## src/design/lgsm_pkg.sv

```systemverilog
// Types, constants and codes shared by the light gate array speed meter.
// No dependencies; every other file of the block imports this package.
package lgsm_pkg;

  localparam int NUM_SENSORS  = 4;
  localparam int SAMPLE_BITS  = 10;
  localparam int SENSOR_IDX_W = $clog2(NUM_SENSORS);
  localparam int TIME_W       = 32;
  localparam int SAMPLES_W    = 40;
  localparam int THR_W        = 12;
  localparam int MARGIN_W     = 10;
  localparam int LIMIT_W      = 10;
  localparam int SPACING_W    = 16;
  localparam int SCALE_W      = 10;
  localparam int SPEED_W      = 26;
  localparam int OPCODE_W     = 2;
  localparam int STATUS_W     = 3;
  localparam int CFG_ADDR_W   = 2;
  localparam int CFG_DATA_W   = 16;
  localparam int IN_DATA_W    = 72;
  localparam int OUT_DATA_W   = 72;

  // mm/s from mm per ms
  localparam logic [SCALE_W-1:0] MS_PER_S  = SCALE_W'(1000);
  localparam logic [SPEED_W-1:0] SPEED_SAT = SPEED_W'(65535000);

  typedef enum logic [OPCODE_W-1:0] {
    OPC_MEASURE = 2'd0,
    OPC_CALIB   = 2'd1,
    OPC_CLEAR   = 2'd2,
    OPC_NONE    = 2'd3
  } opcode_t;

  typedef enum logic [STATUS_W-1:0] {
    STAT_NONE  = 3'd0,
    STAT_ONE   = 3'd1,
    STAT_MULTI = 3'd2,
    STAT_CAL   = 3'd3,
    STAT_WARN  = 3'd4
  } status_t;

  typedef enum logic [CFG_ADDR_W-1:0] {
    REG_MARGIN  = 2'd0,
    REG_LIMIT   = 2'd1,
    REG_SPACING = 2'd2
  } cfg_reg_t;

  typedef enum logic {
    BK_IDLE,
    BK_DIV
  } bk_state_t;

  typedef logic [SAMPLE_BITS-1:0] sample_t;

  typedef struct packed {
    opcode_t                       op;
    logic [TIME_W-1:0]             time_ms;
    sample_t [NUM_SENSORS-1:0]     smp;
  } item_t;

  typedef struct packed {
    logic [MARGIN_W-1:0]  margin;
    logic [LIMIT_W-1:0]   limit;
    logic [SPACING_W-1:0] spacing;
  } cfg_t;

  typedef struct packed {
    status_t                   status;
    logic [SENSOR_IDX_W-1:0]   sensor_index;
    logic [NUM_SENSORS-1:0]    detect_mask;
    logic                      new_speed;
    logic [TIME_W-1:0]         interval_ms;
    logic [SPEED_W-1:0]        speed_mm_s;
  } result_t;

endpackage

```

## src/design/lgsm_front.sv

```systemverilog
// Front end: takes input words, classifies the opcode, splits the samples
// and queues decoded items for the back end. Depends on lgsm_pkg.
module lgsm_front import lgsm_pkg::*; (
  input  logic                 clk,
  input  logic                 rst_n,
  input  logic                 in_valid,
  output logic                 in_ready,
  input  logic [OPCODE_W-1:0]  in_opcode,
  input  logic [TIME_W-1:0]    in_time_ms,
  input  logic [SAMPLES_W-1:0] in_samples,
  output logic                 q_valid,
  input  logic                 q_pop,
  output item_t                q_item
);

  localparam int QDEPTH = 2;
  localparam int QPTR_W = $clog2(QDEPTH);
  localparam int QCNT_W = $clog2(QDEPTH + 1);

  item_t               item_in;
  item_t               q_mem_r [QDEPTH];
  logic [QPTR_W-1:0]   wr_ptr_r, wr_ptr_nxt;
  logic [QPTR_W-1:0]   rd_ptr_r, rd_ptr_nxt;
  logic [QCNT_W-1:0]   count_r, count_nxt;
  logic                push;

  always_comb begin
    item_in.op      = opcode_t'(in_opcode);
    item_in.time_ms = in_time_ms;
    for (int s = 0; s < NUM_SENSORS; s++) begin
      item_in.smp[s] = in_samples[s*SAMPLE_BITS +: SAMPLE_BITS];
    end
  end

  assign in_ready = (count_r != QCNT_W'(QDEPTH));
  assign push     = in_valid && in_ready;
  assign q_valid  = (count_r != '0);
  assign q_item   = q_mem_r[rd_ptr_r];

  always_comb begin
    wr_ptr_nxt = push ? wr_ptr_r + 1'b1 : wr_ptr_r;
    rd_ptr_nxt = q_pop ? rd_ptr_r + 1'b1 : rd_ptr_r;
    count_nxt  = count_r + QCNT_W'(push) - QCNT_W'(q_pop);
  end

  always_ff @(posedge clk) begin
    if (!rst_n) begin
      wr_ptr_r <= '0;
      rd_ptr_r <= '0;
      count_r  <= '0;
    end else begin
      wr_ptr_r <= wr_ptr_nxt;
      rd_ptr_r <= rd_ptr_nxt;
      count_r  <= count_nxt;
    end
  end

  always_ff @(posedge clk) begin
    if (push) begin
      q_mem_r[wr_ptr_r] <= item_in;
    end
  end

endmodule

```

## src/design/lgsm_div.sv

```systemverilog
// Radix-2 restoring divider, one quotient bit per cycle, for the speed
// figure (spacing * 1000 / interval). Depends on lgsm_pkg.
module lgsm_div import lgsm_pkg::*; (
  input  logic               clk,
  input  logic               rst_n,
  input  logic               start,
  input  logic [SPEED_W-1:0] dividend,
  input  logic [TIME_W-1:0]  divisor,
  output logic               done,
  output logic [SPEED_W-1:0] quotient
);

  localparam int CNT_W = $clog2(SPEED_W);
  localparam logic [CNT_W-1:0] LAST_STEP = CNT_W'(SPEED_W - 1);

  logic [TIME_W-1:0]  rem_r, rem_nxt;
  logic [SPEED_W-1:0] quo_r, quo_nxt;
  logic [TIME_W-1:0]  dvs_r;
  logic [CNT_W-1:0]   cnt_r, cnt_nxt;
  logic               busy_r, busy_nxt;
  logic               done_r, done_nxt;
  logic [TIME_W:0]    trial;
  logic [TIME_W:0]    diff;
  logic               ge;

  always_comb begin
    trial = {rem_r, quo_r[SPEED_W-1]};
    diff  = trial - {1'b0, dvs_r};
    ge    = (trial >= {1'b0, dvs_r});
  end

  always_comb begin
    rem_nxt  = rem_r;
    quo_nxt  = quo_r;
    cnt_nxt  = cnt_r;
    busy_nxt = busy_r;
    done_nxt = 1'b0;
    if (start) begin
      rem_nxt  = '0;
      quo_nxt  = dividend;
      cnt_nxt  = '0;
      busy_nxt = 1'b1;
    end else if (busy_r) begin
      // remainder stays below the divisor, so the top bit is always clear
      rem_nxt = ge ? diff[TIME_W-1:0] : trial[TIME_W-1:0];
      quo_nxt = {quo_r[SPEED_W-2:0], ge};
      cnt_nxt = cnt_r + 1'b1;
      if (cnt_r == LAST_STEP) begin
        busy_nxt = 1'b0;
        done_nxt = 1'b1;
      end
    end
  end

  always_ff @(posedge clk) begin
    if (!rst_n) begin
      busy_r <= 1'b0;
      done_r <= 1'b0;
      cnt_r  <= '0;
    end else begin
      busy_r <= busy_nxt;
      done_r <= done_nxt;
      cnt_r  <= cnt_nxt;
    end
  end

  always_ff @(posedge clk) begin
    rem_r <= rem_nxt;
    quo_r <= quo_nxt;
    if (start) begin
      dvs_r <= divisor;
    end
  end

  assign done     = done_r;
  assign quotient = quo_r;

endmodule

```

## src/design/lgsm_back.sv

```systemverilog
// Back end: holds thresholds and timing state, executes queued items,
// drives the divider and the output register. Depends on lgsm_pkg, lgsm_div.
module lgsm_back import lgsm_pkg::*; (
  input  logic    clk,
  input  logic    rst_n,
  input  cfg_t    cfg,
  input  logic    q_valid,
  output logic    q_pop,
  input  item_t   q_item,
  output logic    out_valid,
  input  logic    out_ready,
  output result_t out_res
);

  bk_state_t                     state_r, state_nxt;
  logic signed [THR_W-1:0]       thr_r [NUM_SENSORS];
  logic signed [THR_W-1:0]       thr_nxt [NUM_SENSORS];
  logic signed [THR_W-1:0]       thr_cal [NUM_SENSORS];
  logic [SENSOR_IDX_W-1:0]       prev_r, prev_nxt;
  logic [TIME_W-1:0]             last_time_r, last_time_nxt;
  logic [SPEED_W-1:0]            speed_r, speed_nxt;
  logic                          out_valid_r, out_valid_nxt;
  result_t                       out_r, out_nxt;
  result_t                       pend_r, pend_nxt;
  result_t                       res;

  logic                          out_free;
  logic                          issue;
  logic                          need_div;
  logic                          warn;
  logic [NUM_SENSORS-1:0]        mask;
  logic                          multi;
  logic [SENSOR_IDX_W-1:0]       first;
  logic [TIME_W-1:0]             interval;
  logic [SPEED_W-1:0]            dividend;
  logic                          div_done;
  logic [SPEED_W-1:0]            quotient;
  logic signed [THR_W:0]         diff;
  logic [THR_W:0]                diff_abs;

  assign out_free = !out_valid_r || out_ready;
  assign issue    = (state_r == BK_IDLE) && q_valid && out_free;
  assign q_pop    = issue;

  // per-sensor classification of the head item
  always_comb begin
    warn  = 1'b0;
    mask  = '0;
    first = '0;
    diff     = '0;
    diff_abs = '0;
    for (int s = 0; s < NUM_SENSORS; s++) begin
      thr_cal[s] = $signed({{(THR_W-SAMPLE_BITS){1'b0}}, q_item.smp[s]})
                 - $signed({{(THR_W-MARGIN_W){1'b0}}, cfg.margin});
      mask[s] = $signed({{(THR_W-SAMPLE_BITS){1'b0}}, q_item.smp[s]}) < thr_r[s];
    end
    for (int s = 1; s < NUM_SENSORS; s++) begin
      diff     = {thr_cal[s][THR_W-1], thr_cal[s]} - {thr_cal[s-1][THR_W-1], thr_cal[s-1]};
      diff_abs = diff[THR_W] ? -diff : diff;
      if (diff_abs > {{(THR_W+1-LIMIT_W){1'b0}}, cfg.limit}) begin
        warn = 1'b1;
      end
    end
    for (int s = NUM_SENSORS - 1; s >= 0; s--) begin
      if (mask[s]) begin
        first = SENSOR_IDX_W'(s);
      end
    end
    multi    = (mask & (mask - 1'b1)) != '0;
    interval = q_item.time_ms - last_time_r;
    dividend = cfg.spacing * MS_PER_S;
  end

  assign need_div = issue && (q_item.op == OPC_MEASURE) && (mask != '0) && !multi
                  && (first != prev_r) && (interval != '0);

  // next state
  always_comb begin
    state_nxt = state_r;
    unique case (state_r)
      BK_IDLE: if (need_div) state_nxt = BK_DIV;
      BK_DIV:  if (div_done) state_nxt = BK_IDLE;
      default: state_nxt = BK_IDLE;
    endcase
  end

  // datapath and outputs
  always_comb begin
    thr_nxt       = thr_r;
    prev_nxt      = prev_r;
    last_time_nxt = last_time_r;
    speed_nxt     = speed_r;
    pend_nxt      = pend_r;
    out_nxt       = out_r;
    out_valid_nxt = out_ready ? 1'b0 : out_valid_r;
    res           = '0;
    res.status    = STAT_NONE;
    res.speed_mm_s = speed_r;

    if (issue) begin
      unique case (q_item.op)
        OPC_CALIB: begin
          thr_nxt    = thr_cal;
          res.status = warn ? STAT_WARN : STAT_CAL;
        end
        OPC_CLEAR: begin
          last_time_nxt  = '0;
          speed_nxt      = '0;
          res.speed_mm_s = '0;
        end
        OPC_MEASURE: begin
          res.detect_mask = mask;
          if (mask != '0) begin
            res.sensor_index = first;
            res.status       = multi ? STAT_MULTI : STAT_ONE;
            if (!multi) begin
              prev_nxt = first;
              if (first != prev_r) begin
                res.new_speed    = 1'b1;
                res.interval_ms  = interval;
                last_time_nxt    = q_item.time_ms;
                // the sensor just left gets a fresh threshold from this word
                thr_nxt[prev_r]  = thr_cal[prev_r];
                if (interval == '0) begin
                  speed_nxt      = SPEED_SAT;
                  res.speed_mm_s = SPEED_SAT;
                end
              end
            end
          end
        end
        OPC_NONE: begin
        end
        default: begin
        end
      endcase
      if (need_div) begin
        pend_nxt = res;
      end else begin
        out_nxt       = res;
        out_valid_nxt = 1'b1;
      end
    end

    if (div_done) begin
      speed_nxt          = quotient;
      out_nxt            = pend_r;
      out_nxt.speed_mm_s = quotient;
      out_valid_nxt      = 1'b1;
    end
  end

  lgsm_div u_div (
    .clk      (clk),
    .rst_n    (rst_n),
    .start    (need_div),
    .dividend (dividend),
    .divisor  (interval),
    .done     (div_done),
    .quotient (quotient)
  );

  always_ff @(posedge clk) begin
    if (!rst_n) begin
      state_r     <= BK_IDLE;
      prev_r      <= '0;
      last_time_r <= '0;
      speed_r     <= '0;
      out_valid_r <= 1'b0;
      for (int s = 0; s < NUM_SENSORS; s++) begin
        thr_r[s] <= '0;
      end
    end else begin
      state_r     <= state_nxt;
      prev_r      <= prev_nxt;
      last_time_r <= last_time_nxt;
      speed_r     <= speed_nxt;
      out_valid_r <= out_valid_nxt;
      thr_r       <= thr_nxt;
    end
  end

  always_ff @(posedge clk) begin
    out_r  <= out_nxt;
    pend_r <= pend_nxt;
  end

  assign out_valid = out_valid_r;
  assign out_res   = out_r;

  a_div_out_empty: assert property (@(posedge clk) disable iff (!rst_n)
    state_r == BK_DIV |-> !out_valid_r)
    else $error("output register busy during division");

  a_done_in_div: assert property (@(posedge clk) disable iff (!rst_n)
    div_done |-> state_r == BK_DIV)
    else $error("divider finished outside division state");

  a_pop_room: assert property (@(posedge clk) disable iff (!rst_n)
    q_pop |-> (!out_valid_r || out_ready) && q_valid)
    else $error("item popped without room for its result");

  a_new_speed_one: assert property (@(posedge clk) disable iff (!rst_n)
    out_valid_r && out_r.new_speed |-> out_r.status == STAT_ONE)
    else $error("new speed flagged on a result that is not a single detection");

endmodule

```

## src/design/light_gate_array_speed_meter.sv

```systemverilog
// Light gate array speed meter: four light sensors, calibrate / measure /
// clear words, one result word per input word. A measure word whose single
// dimmed sensor differs from the previous one, with a non-zero interval, needs
// a division; that word is issued to the back end and then passes through a
// 26-step radix-2 divider for spacing * 1000 / interval before its result is
// registered. Every other word has its result registered as it issues. A
// two-entry queue behind the input lets words arrive while a division runs or
// a result waits, and the output register is refilled in the cycle its word
// is taken.
// Depends on lgsm_pkg, lgsm_front, lgsm_back.
module light_gate_array_speed_meter import lgsm_pkg::*; (
  input  logic                  clk,
  input  logic                  rst_n,
  input  logic                  in_tvalid,
  output logic                  in_tready,
  input  logic [IN_DATA_W-1:0]  in_tdata,   // time_ms[31:0], samples[71:32]
  input  logic [OPCODE_W-1:0]   in_tuser,   // opcode[1:0]
  output logic                  out_tvalid,
  input  logic                  out_tready,
  output logic [OUT_DATA_W-1:0] out_tdata,  // sensor_index[1:0], detect_mask[5:2],
                                            // new_speed[6], interval_ms[38:7],
                                            // speed_mm_s[64:39], zero [71:65]
  output logic [STATUS_W-1:0]   out_tuser,  // status[2:0]
  input  logic                  cfg_valid,
  output logic                  cfg_ready,
  input  logic [CFG_ADDR_W-1:0] cfg_addr,
  input  logic [CFG_DATA_W-1:0] cfg_data
);

  localparam int RES_DATA_W = SENSOR_IDX_W + NUM_SENSORS + 1 + TIME_W + SPEED_W;

  cfg_t    cfg_r;
  logic    q_valid;
  logic    q_pop;
  item_t   q_item;
  result_t res;

  assign cfg_ready = 1'b1;

  always_ff @(posedge clk) begin
    if (!rst_n) begin
      cfg_r.margin  <= MARGIN_W'(100);
      cfg_r.limit   <= LIMIT_W'(50);
      cfg_r.spacing <= SPACING_W'(100);
    end else if (cfg_valid && cfg_ready) begin
      unique case (cfg_addr)
        REG_MARGIN:  cfg_r.margin  <= cfg_data[MARGIN_W-1:0];
        REG_LIMIT:   cfg_r.limit   <= cfg_data[LIMIT_W-1:0];
        REG_SPACING: cfg_r.spacing <= cfg_data[SPACING_W-1:0];
        default: begin
        end
      endcase
    end
  end

  lgsm_front u_front (
    .clk        (clk),
    .rst_n      (rst_n),
    .in_valid   (in_tvalid),
    .in_ready   (in_tready),
    .in_opcode  (in_tuser),
    .in_time_ms (in_tdata[TIME_W-1:0]),
    .in_samples (in_tdata[TIME_W +: SAMPLES_W]),
    .q_valid    (q_valid),
    .q_pop      (q_pop),
    .q_item     (q_item)
  );

  lgsm_back u_back (
    .clk       (clk),
    .rst_n     (rst_n),
    .cfg       (cfg_r),
    .q_valid   (q_valid),
    .q_pop     (q_pop),
    .q_item    (q_item),
    .out_valid (out_tvalid),
    .out_ready (out_tready),
    .out_res   (res)
  );

  // result struct minus status, with sensor_index landing in the low bits
  logic [RES_DATA_W-1:0] res_fields;
  assign res_fields = {res.speed_mm_s, res.interval_ms, res.new_speed,
                       res.detect_mask, res.sensor_index};
  assign out_tdata  = {{(OUT_DATA_W-RES_DATA_W){1'b0}}, res_fields};
  assign out_tuser  = res.status;

endmodule

```

## config.mk

```make
export PLATFORM = sky130hd
export DESIGN_NAME = light_gate_array_speed_meter
export DESIGN_NICKNAME = d
export VERILOG_FILES = /design/src/design/lgsm_pkg.sv /design/src/design/lgsm_front.sv /design/src/design/lgsm_div.sv /design/src/design/lgsm_back.sv /design/src/design/light_gate_array_speed_meter.sv
export SDC_FILE = /design/constraint.sdc
export NUM_CORES = 1
export LEC_CHECK = 0
export BUFFER_PORTS_ARGS = -buffer_cell sky130_fd_sc_hd__buf_2
export CAP_MARGIN = 20
export CORE_MARGIN = 8
export CORE_UTILIZATION = 40
export DETAILED_ROUTE_END_ITERATION = 16
export SLEW_MARGIN = 40
export SYNTH_ARGS = -nofsm -noshare
export SYNTH_HDL_FRONTEND = slang
export SYNTH_SLANG_ARGS = --single-unit
```

## constraint.sdc

```tcl
create_clock -name clk -period 8.7 [get_ports clk]
set_input_delay 1.305 -clock clk [delete_from_list [all_inputs] [get_ports clk]]
set_output_delay 1.305 -clock clk [all_outputs]
set_load 0.02 [all_outputs]
```

Word-level counts from Yosys, hierarchy flattened:

Memory sizes are Yosys's and may differ from the RTL's. A register that Yosys moved wholly into a read port is not among the register bits.
Index checks and enable logic that the tools add are counted.

* input bits: 97
* register bits: 357
* memories: 1
* output and inout port bits: 78
* memory bits (writable): 148
* logic and storage cells: 179

Memories
* u_front.q_mem_r: depth 2, bits a word 74, read ports 1, clocked after memory_dff 1, wr ports 1, line lgsm_front.sv:21 `item_t q_mem_r [QDEPTH];`

* $add $sub $neg: 18
* reduce and logical (&&, ||, !) cells: 35
* muxes and demuxes: 61
* bitwise logic cells: 6
* magnitude comparators: 10
* eq/ne operators: 14
* multiply operators: 1

Operators by type and width (number)
* 26-bit 2-to-1 mux: 8
* 68-bit 2-to-1 mux: 3
* 59-bit 2-to-1 mux: 3
* 48-bit 2-to-1 mux: 3
* 32-bit 2-to-1 mux: 4
* 26-bit case mux with 2 select lines: 2
* 48-bit case mux with 2 select lines: 1
* 32-bit case mux with 2 select lines: 1
* 32-bit subtractor: 2
* 48-bit bitwise mux: 1
* 11-bit by 12-bit < comparator with 1-bit output: 4
* 10-bit by 10-bit subtractor with 11-bit output: 4
* 13-bit by 10-bit greater-than comparator with 1-bit output: 3
* 13-bit 2-to-1 mux: 3
* 39-bit 2-to-1 mux: 1
* 13-bit negator: 3
* 12-bit 2-to-1 mux: 3
* 11-bit by 11-bit subtractor with 12-bit output: 3
* 33-bit by 32-bit >= comparator with 1-bit output: 1
* 32-bit zero test: 1
* 32-bit nonzero test: 1
* 12-bit binary-select mux with 2-bit select: 1
* 12-bit demux with 2-bit select: 1
* 16-bit by 7-bit multiplier with 23-bit output, second input constant: 1
* 34 further kinds: 87

Longest topological paths before layout:

Gate-level depths: netlist of run 1.

* depth after elaboration: 13
* mapped depth: 36
* gate-level depth less buffers: 31

Cells and area by module:

From an unflattened synthesis of run 1, not the netlist that was laid out.

* cells, all modules: 3042
* area total of the unflattened synthesis: 31472.7 µm²

Modules (own cells, without submodules)
* lgsm_back: area an instance 18651.6 µm², instances 1, cells an instance 2042, seq. area each 5425.2 µm²
* lgsm_div: area an instance 5709.2 µm², instances 1, cells an instance 589, seq. area each 2522.4 µm²
* lgsm_front: area an instance 5624.1 µm², instances 1, cells an instance 258, seq. area each 4544.4 µm²
* light_gate_array_speed_meter: area an instance 1487.7 µm², instances 1, cells an instance 153, seq. area each 720.7 µm²

Worst setup path before layout of run 1:

No wires, ideal clock.

* kind: register to register
* start: register (tool-made name)
* end: register u_back.pend_r[26] (netlist bit) (enable)
* buffers on the path: 5
* period minus slack after synthesis: 8.778 ns
* path slack: -0.078 ns
* library setup time: 0.546 ns
* data arrival time: 8.232 ns
* stages on the path, launching flop included: 18
* data required time: 8.154 ns
* cell sequence: dfxtp_1 > clkbuf_1 > buf_2 > buf_1 > clkbuf_1 > clkbuf_1 > mux2_2 > ha_1 > a21o_1 > a21oi_1 > nor2b_1 > a2111oi_0 > inv_1 > nor2_1 > xnor2_1 > o211a_1 > o21ai_1 > nor4_1

RTL lines
* end signal, assigned: line lgsm_back.sv:185 `pend_r <= pend_nxt;`
* end, declared: line lgsm_back.sv:24 `result_t pend_r, pend_nxt;`

==> results by group, run 1 <==
Synth
  – Post-synth EDFFs: 313
  – Seq/Total Area, Yosys: 0.419
  – Yosys warns: 0
  – Post-synth cell types: 102
  – Mapped Area: 31500 sq um
  – Ys flop type: edfxtp_1
  – Synth Instances: 3133
  – Async set-reset flop share out of synthesis: 0
  – Syn Area/Cell: 10.0 sq um
  – Register bit total from synthesis: 502

CTS
  – Clk_lat worst skew: 0.62 ns
  – Clk slew on worst S/H paths: 0.06 ns
  – H-tree levels: 2
  – Resized Gates After CTS: 0
  – Post-CTS Setup Bufs: 0
  – # clock sinks: 502
  – CTS tree: yes
  – Cts bufs inserted: 56
  – Hold buffers post-CTS: 0
  – Max clock buf depth: 3
  – Root Buffer: clkbuf_16

Detailed routing
  – Final wirelength: 82100 um
  – Drt pass-1 iters: 6
  – Antenna-violating nets left: 0
  – Initial DRC count: 1378
  – Via/cell ratio: 5.39
  – Drt drc: 0
  – Drt wl/cell: 18.8 um
  – Via Count: 23500

Floorplanning
  – Ports: 175
  – Total core area: 78500 sq um
  – Die X: 296 um
  – Die area: 87900 sq um
  – Starting density of the core: 0.401
  – Die Y: 296 um
  – Row Count: 103

Power
  – Comb pwr share: 0.589
  – Internal power: 8.11 mW
  – LEAKAGE: 14.2 nW
  – Overall Power: 14.6 mW
  – Clock power frac: 0.175
  – Switching Share: 0.444
  – Worst VDD drop: 0.000244 V
  – Flop pwr share: 0.236
  – Pwr/cell area: 411 nW/um^2
  – Switching power: 6.48 mW

Final layout
  – Final Util: 0.452
  – Final Cell Area: 35500 sq um
  – FF/Latch Area: 13200 sq um
  – Nets: 3681
  – Layout cells sized above 1: 0.133
  – Area occupied by multi-input gates: 16900 sq um
  – Synthesis-to-finish area growth: 12.8%
  – Fill cells: 7496

Worst hold path
  – Hold Crit Class: flip-flop to flip-flop

Global routing
  – GR Util All Layers: 0.182
  – Pin count of the biggest net entering global routing: 67
  – Gr ovfl total: 0
  – Initial antenna violation count: 6
  – First-pass GRT wire length: 127000 um
  – Vias in the first global route: 22300

STA
  – Period utilization: 0.893
  – Final setup vio count: 0
  – Final TNS setup: 0 ns
  – Minimum clock period: 7.77 ns
  – Worst slew pin tran: 0.947 ns
  – Final Max Tran Viols: 0
  – Setup Skew: 0.0269 ns
  – Slew headroom: 0.365
  – RSZ-0062 raised after global routing: no
  – Achievable Freq: 129 MHz
  – Final Hold Fails: 0

Critical path
  – Cells on worst reg2reg path: 27
  – Setup crit end kind: flip-flop
  – Critical Path AT: 8.24 ns
  – Crit-path max FO: 38
  – Critical path capture point: u_back.out_res[65]
  – Crit-path slowest cell: o21ai_1
  – Critical path class: flip-flop to flip-flop
  – Worst reg2reg setup slack: 0.93 ns
  – Worst path max stage delay: 0.63 ns
  – Crit Reg-Reg Endpoint: u_back.out_res[65]
  – CP required: 9.17 ns
  – Setup crit start kind: flip-flop

Flow run
  – Max Cap Viol: 0

Placement
  – Placed instance area: 33500 sq um
  – # port buffers: 166
  – GP Congestion: 0.882
  – Dpl hpwl: 61200 um

Outcome
  – Status: finished, final reports clean
## how the worst min path moves through the flow
stage | start | to | slack, ns | cells past startpoint
after floorplan | u_back.thr_r[10] | u_back.thr_r[10] | 0.43 | 2
after global placement | cfg_r[33] | cfg_r[33] | 0.44 | 2
after detailed placement | cfg_r[27] | cfg_r[27] | 0.45 | 2
after CTS | cfg_r[27] | cfg_r[27] | 0.46 | 2
after global routing | cfg_r[27] | cfg_r[27] | 0.47 | 2
final | cfg_r[27] | cfg_r[27] | 0.46 | 2
## sequential cells by signal, summed over array words and instances, names as in the netlist, 2 cells and up, named ones only
| signal | flops |
|---|---|
| u_back.out_res | 68 |
| u_front.q_mem_r | 148 |
| u_back.thr_r | 44 |
| u_back.prev_r | 2 |
| u_back.u_div.dvs_r | 32 |
| u_back.u_div.cnt_r | 5 |
| u_back.u_div.quotient | 26 |
| u_back.speed_r | 26 |
| u_back.u_div.rem_r | 32 |
| u_back.pend_r | 42 |
| u_front.count_r | 2 |
| u_back.last_time_r | 32 |
| cfg_r | 36 |
## cell usage in the layout, fill, tap and decap left out, drive strengths merged, types with 44 or more instances in the layout
cell,n
ha,254
buf,202
a21o,59
o21a,67
o21ai,100
nor3,74
xnor2,92
mux2,74
clkbuf,68
dfxtp,189
inv,250
nor2,165
mux2i,90
fa,63
a211oi,68
o31ai,44
edfxtp,313
nand2,374
a21oi,165
## power by group through the flow
stage / registers (mW) / clock network [mW] / logic (mW)
2_1_floorplan: 3.63 / 0 / 6.16
3_3_place_gp: 3.49 / 0 / 8.41
3_5_place_dp: 3.49 / 0 / 8.48
4_1_cts: 3.45 / 2.62 / 8.53
5_1_grt: 3.50 / 2.71 / 9.54
6_report: 3.44 / 2.55 / 8.59
## layout make-up
type	count	area share
Antenna cell	2	0.000141
Clock buffer	68	0.0431
Clock inverter	38	0.0132
Inverter	246	0.0260
Multi-Input combinational cell	2259	0.477
Sequential cell	502	0.371
Tap cell	1050	0.0370
Timing Repair Buffer	202	0.0320
## cells in the mapped netlist (all sizes together), types with 31 or more instances
library cell / count / area [sq um]
mux2: 74 / 833
edfxtp: 313 / 9400
ha: 254 / 3180
a211oi: 68 / 515
and3: 31 / 194
o21a: 67 / 503
inv: 244 / 916
a21o: 59 / 443
nand3: 39 / 200
a21oi: 165 / 830
nor2: 165 / 622
a22oi: 36 / 275
dfxtp: 189 / 3780
mux2i: 90 / 901
fa: 63 / 1260
o31ai: 44 / 330
nor3: 74 / 375
xnor2: 92 / 828
nand2: 374 / 1400
nor2b: 36 / 225
clkbuf: 94 / 353
xor2: 42 / 368
o21ai: 100 / 500
buf: 38 / 206
## metal layers
metal	wire [um]	vias to the layer above	global-route usage
met3	4310	110	0.0298
met2	35300	586	0.275
met5	19	-	0
met1	40600	11200	0.269
li1	-	11700	-
met4	1860	4	0.0469
## through the flow
stage | setup WS, ns | hold slack [ns] | cells
after floorplan | 0.157 | 0.432 | 3139
after global placement | 1.10 | 0.444 | 4258
after detailed placement | 0.956 | 0.447 | 4258
after CTS | 0.932 | 0.456 | 4364
after global routing | 0.401 | 0.472 | 4365
final | 0.934 | 0.455 | 4367
## cell families after synthesis
group	synth area share
simple gates	0.135
compound gates	0.160
mux	0.0551
fa+ha+maj	0.143
xor+xnor	0.0402
other cells	0.000239
buf+inv	0.0471
flops	0.419
## worst max-delay path, delay by kind of cell, from the launching register on
kind            cells  cell delay [ns]
flops               1             0.51
xor+xnor            1             0.23
mux                 1             0.42
compound gates     14             3.49
simple gates        5             0.72
fa+ha+maj           4             1.37
buf+inv             2             0.88
No activity file was read; power rests on OpenSTA's default activity.
==> run 2: changes to the inputs <==
PLACE_DENSITY_LB_ADDON = 0.12   (was not set)
clock period = 8.08 ns   (was 8.7 ns; I/O delays follow)
==> run 2 against run 1 <==
Clock skew increased by 0.013 ns. Clock power increased by 3%. Maximum frequency increased by 3.2%. Final area decreased by 0.12%. Non-clock buffer count increased by 5. Critical path depth increased by 3. Worst setup slack got worse by 0.38 ns. Combinational power increased by 9.7%. Hold slack improved by 0.0010 ns.
==> results by group, run 2 (same netlist as run 1, synthesis figures left out) <==
CTS
  – Post-CTS Setup Bufs: 0
  – CTS tree: yes
  – Max clock buf depth: 3
  – # clock sinks: 502
  – Resized Gates After CTS: 0
  – Cts bufs inserted: 56
  – H-tree levels: 2
  – Root Buffer: clkbuf_16
  – Clk_lat worst skew: 0.64 ns
  – Clk slew on worst S/H paths: 0.06 ns
  – Hold buffers post-CTS: 0

Power
  – LEAKAGE: 14.2 nW
  – Pwr/cell area: 445 nW/um^2
  – Overall Power: 15.8 mW
  – Worst VDD drop: 0.000277 V

Detailed routing
  – Via/cell ratio: 5.43
  – Antenna-violating nets left: 0
  – Drt drc: 0
  – Via Count: 23700
  – Initial DRC count: 1575
  – Final wirelength: 87400 um
  – Drt wl/cell: 20.0 um
  – Drt pass-1 iters: 6

Flow run
  – Max Cap Viol: 0

Floorplanning
  – Starting density of the core: 0.401
  – Die X: 296 um
  – Row Count: 103
  – Die area: 87900 sq um
  – Ports: 175
  – Die Y: 296 um
  – Total core area: 78500 sq um

Final layout
  – Nets: 3686
  – Commonest cells after routing, fill and taps aside: nand2_1 (374), edfxtp_1 (313), ha_1 (254)
  – FF/Latch Area: 13200 sq um
  – Final Cell Area: 35500 sq um
  – Layout cells sized above 1: 0.133
  – Max reg flops: 148
  – Final Util: 0.452
  – Area occupied by multi-input gates: 16900 sq um
  – Synthesis-to-finish area growth: 12.7%
  – Most flop-heavy register: u_front.q_mem_r
  – Fill cells: 7446
  – Fin cells: 4372
  – Commonest non-fill, non-tap cell in the layout: nand2_1

Global routing
  – First-pass GRT wire length: 134000 um
  – Gr ovfl total: 0
  – Pin count of the biggest net entering global routing: 96
  – Initial antenna violation count: 7
  – GR Util All Layers: 0.194
  – Vias in the first global route: 23100

STA
  – Worst slew pin tran: 0.863 ns
  – Minimum clock period: 7.53 ns
  – Period utilization: 0.932
  – Final Hold Fails: 0
  – Setup Skew: 0.0401 ns
  – Achievable Freq: 133 MHz
  – Final setup vio count: 0
  – RSZ-0062 raised after global routing: no
  – Slew headroom: 0.423
  – Hold slack: 0.456 ns
  – Final TNS setup: 0 ns
  – Final Max Tran Viols: 0
  – Final worst slack: 0.552 ns

Placement
  – GP Congestion: 0.886
  – Pre-CTS setup slack: 0.551 ns
  – # port buffers: 166
  – Dpl hpwl: 65700 um
  – Placed insts: 4263
  – Placed instance area: 33500 sq um

Outcome
  – Status: finished, final reports clean

Critical path
  – Critical Path AT: 8.01 ns
  – CP required: 8.56 ns
  – Setup crit end kind: flip-flop
  – Critical path class: flip-flop to flip-flop
  – Setup crit start kind: flip-flop
  – Crit-path most repeated cell: ha_1
  – Crit-path slowest cell: dfxtp_4
  – Worst path max stage delay: 0.52 ns
  – Crit-path max FO: 21

Worst hold path
  – Hold Crit Class: flip-flop to flip-flop
  – Hold path startpoint: cfg_r[22]
-- run 2: cell types whose count changed in the layout (fill, tap and decap cells not counted), sizes merged --
cell | previous run | this run
buf | 202 | 207
bufinv | 9 | 4
clkbuf | 68 | 77
clkinv | 20 | 18
clkinvlp | 5 | 3
-- run 2: final timing paths --
check / endpoint / slack, ns / depth (start not counted)
setup reg to reg: u_back.out_res[65] / 0.55 / 30
setup / recovery: u_back.out_res[65] / 0.55 / 30
hold / removal: cfg_r[22] / 0.46 / 2
hold reg to reg: cfg_r[22] / 0.46 / 2
-- run 2: area by class of cell --
class                           count  area share
Antenna cell                        2    0.000141
Clock buffer                       77      0.0453
Clock inverter                     29     0.00871
Inverter                          246      0.0260
Multi-Input combinational cell   2259       0.478
Sequential cell                   502       0.372
Tap cell                         1050      0.0370
Timing Repair Buffer              207      0.0332
-- run 2: per-layer routing --
metal / up-vias / global-route usage / routed length [um]
met5: - / 0 / 0
met4: 0 / 0.0551 / 2400
met3: 122 / 0.0325 / 5110
met2: 621 / 0.301 / 38300
met1: 11400 / 0.278 / 41600
li1: 11600 / - / -
-- run 2: where the power goes --
part           switching, mW  leakage, nW  internal [mW]
logic                   5.73         8.78           3.69
registers              0.300         4.49           3.43
clock network           1.10        0.933           1.53
-- run 2: critical path, delay by kind of cell (launching register included) --
family	cells	cell delay (ns)
compound gates	12	2.37
xor+xnor	1	0.41
fa+ha+maj	5	1.77
buf+inv	3	0.67
flops	1	0.52
mux	2	0.75
simple gates	7	0.89
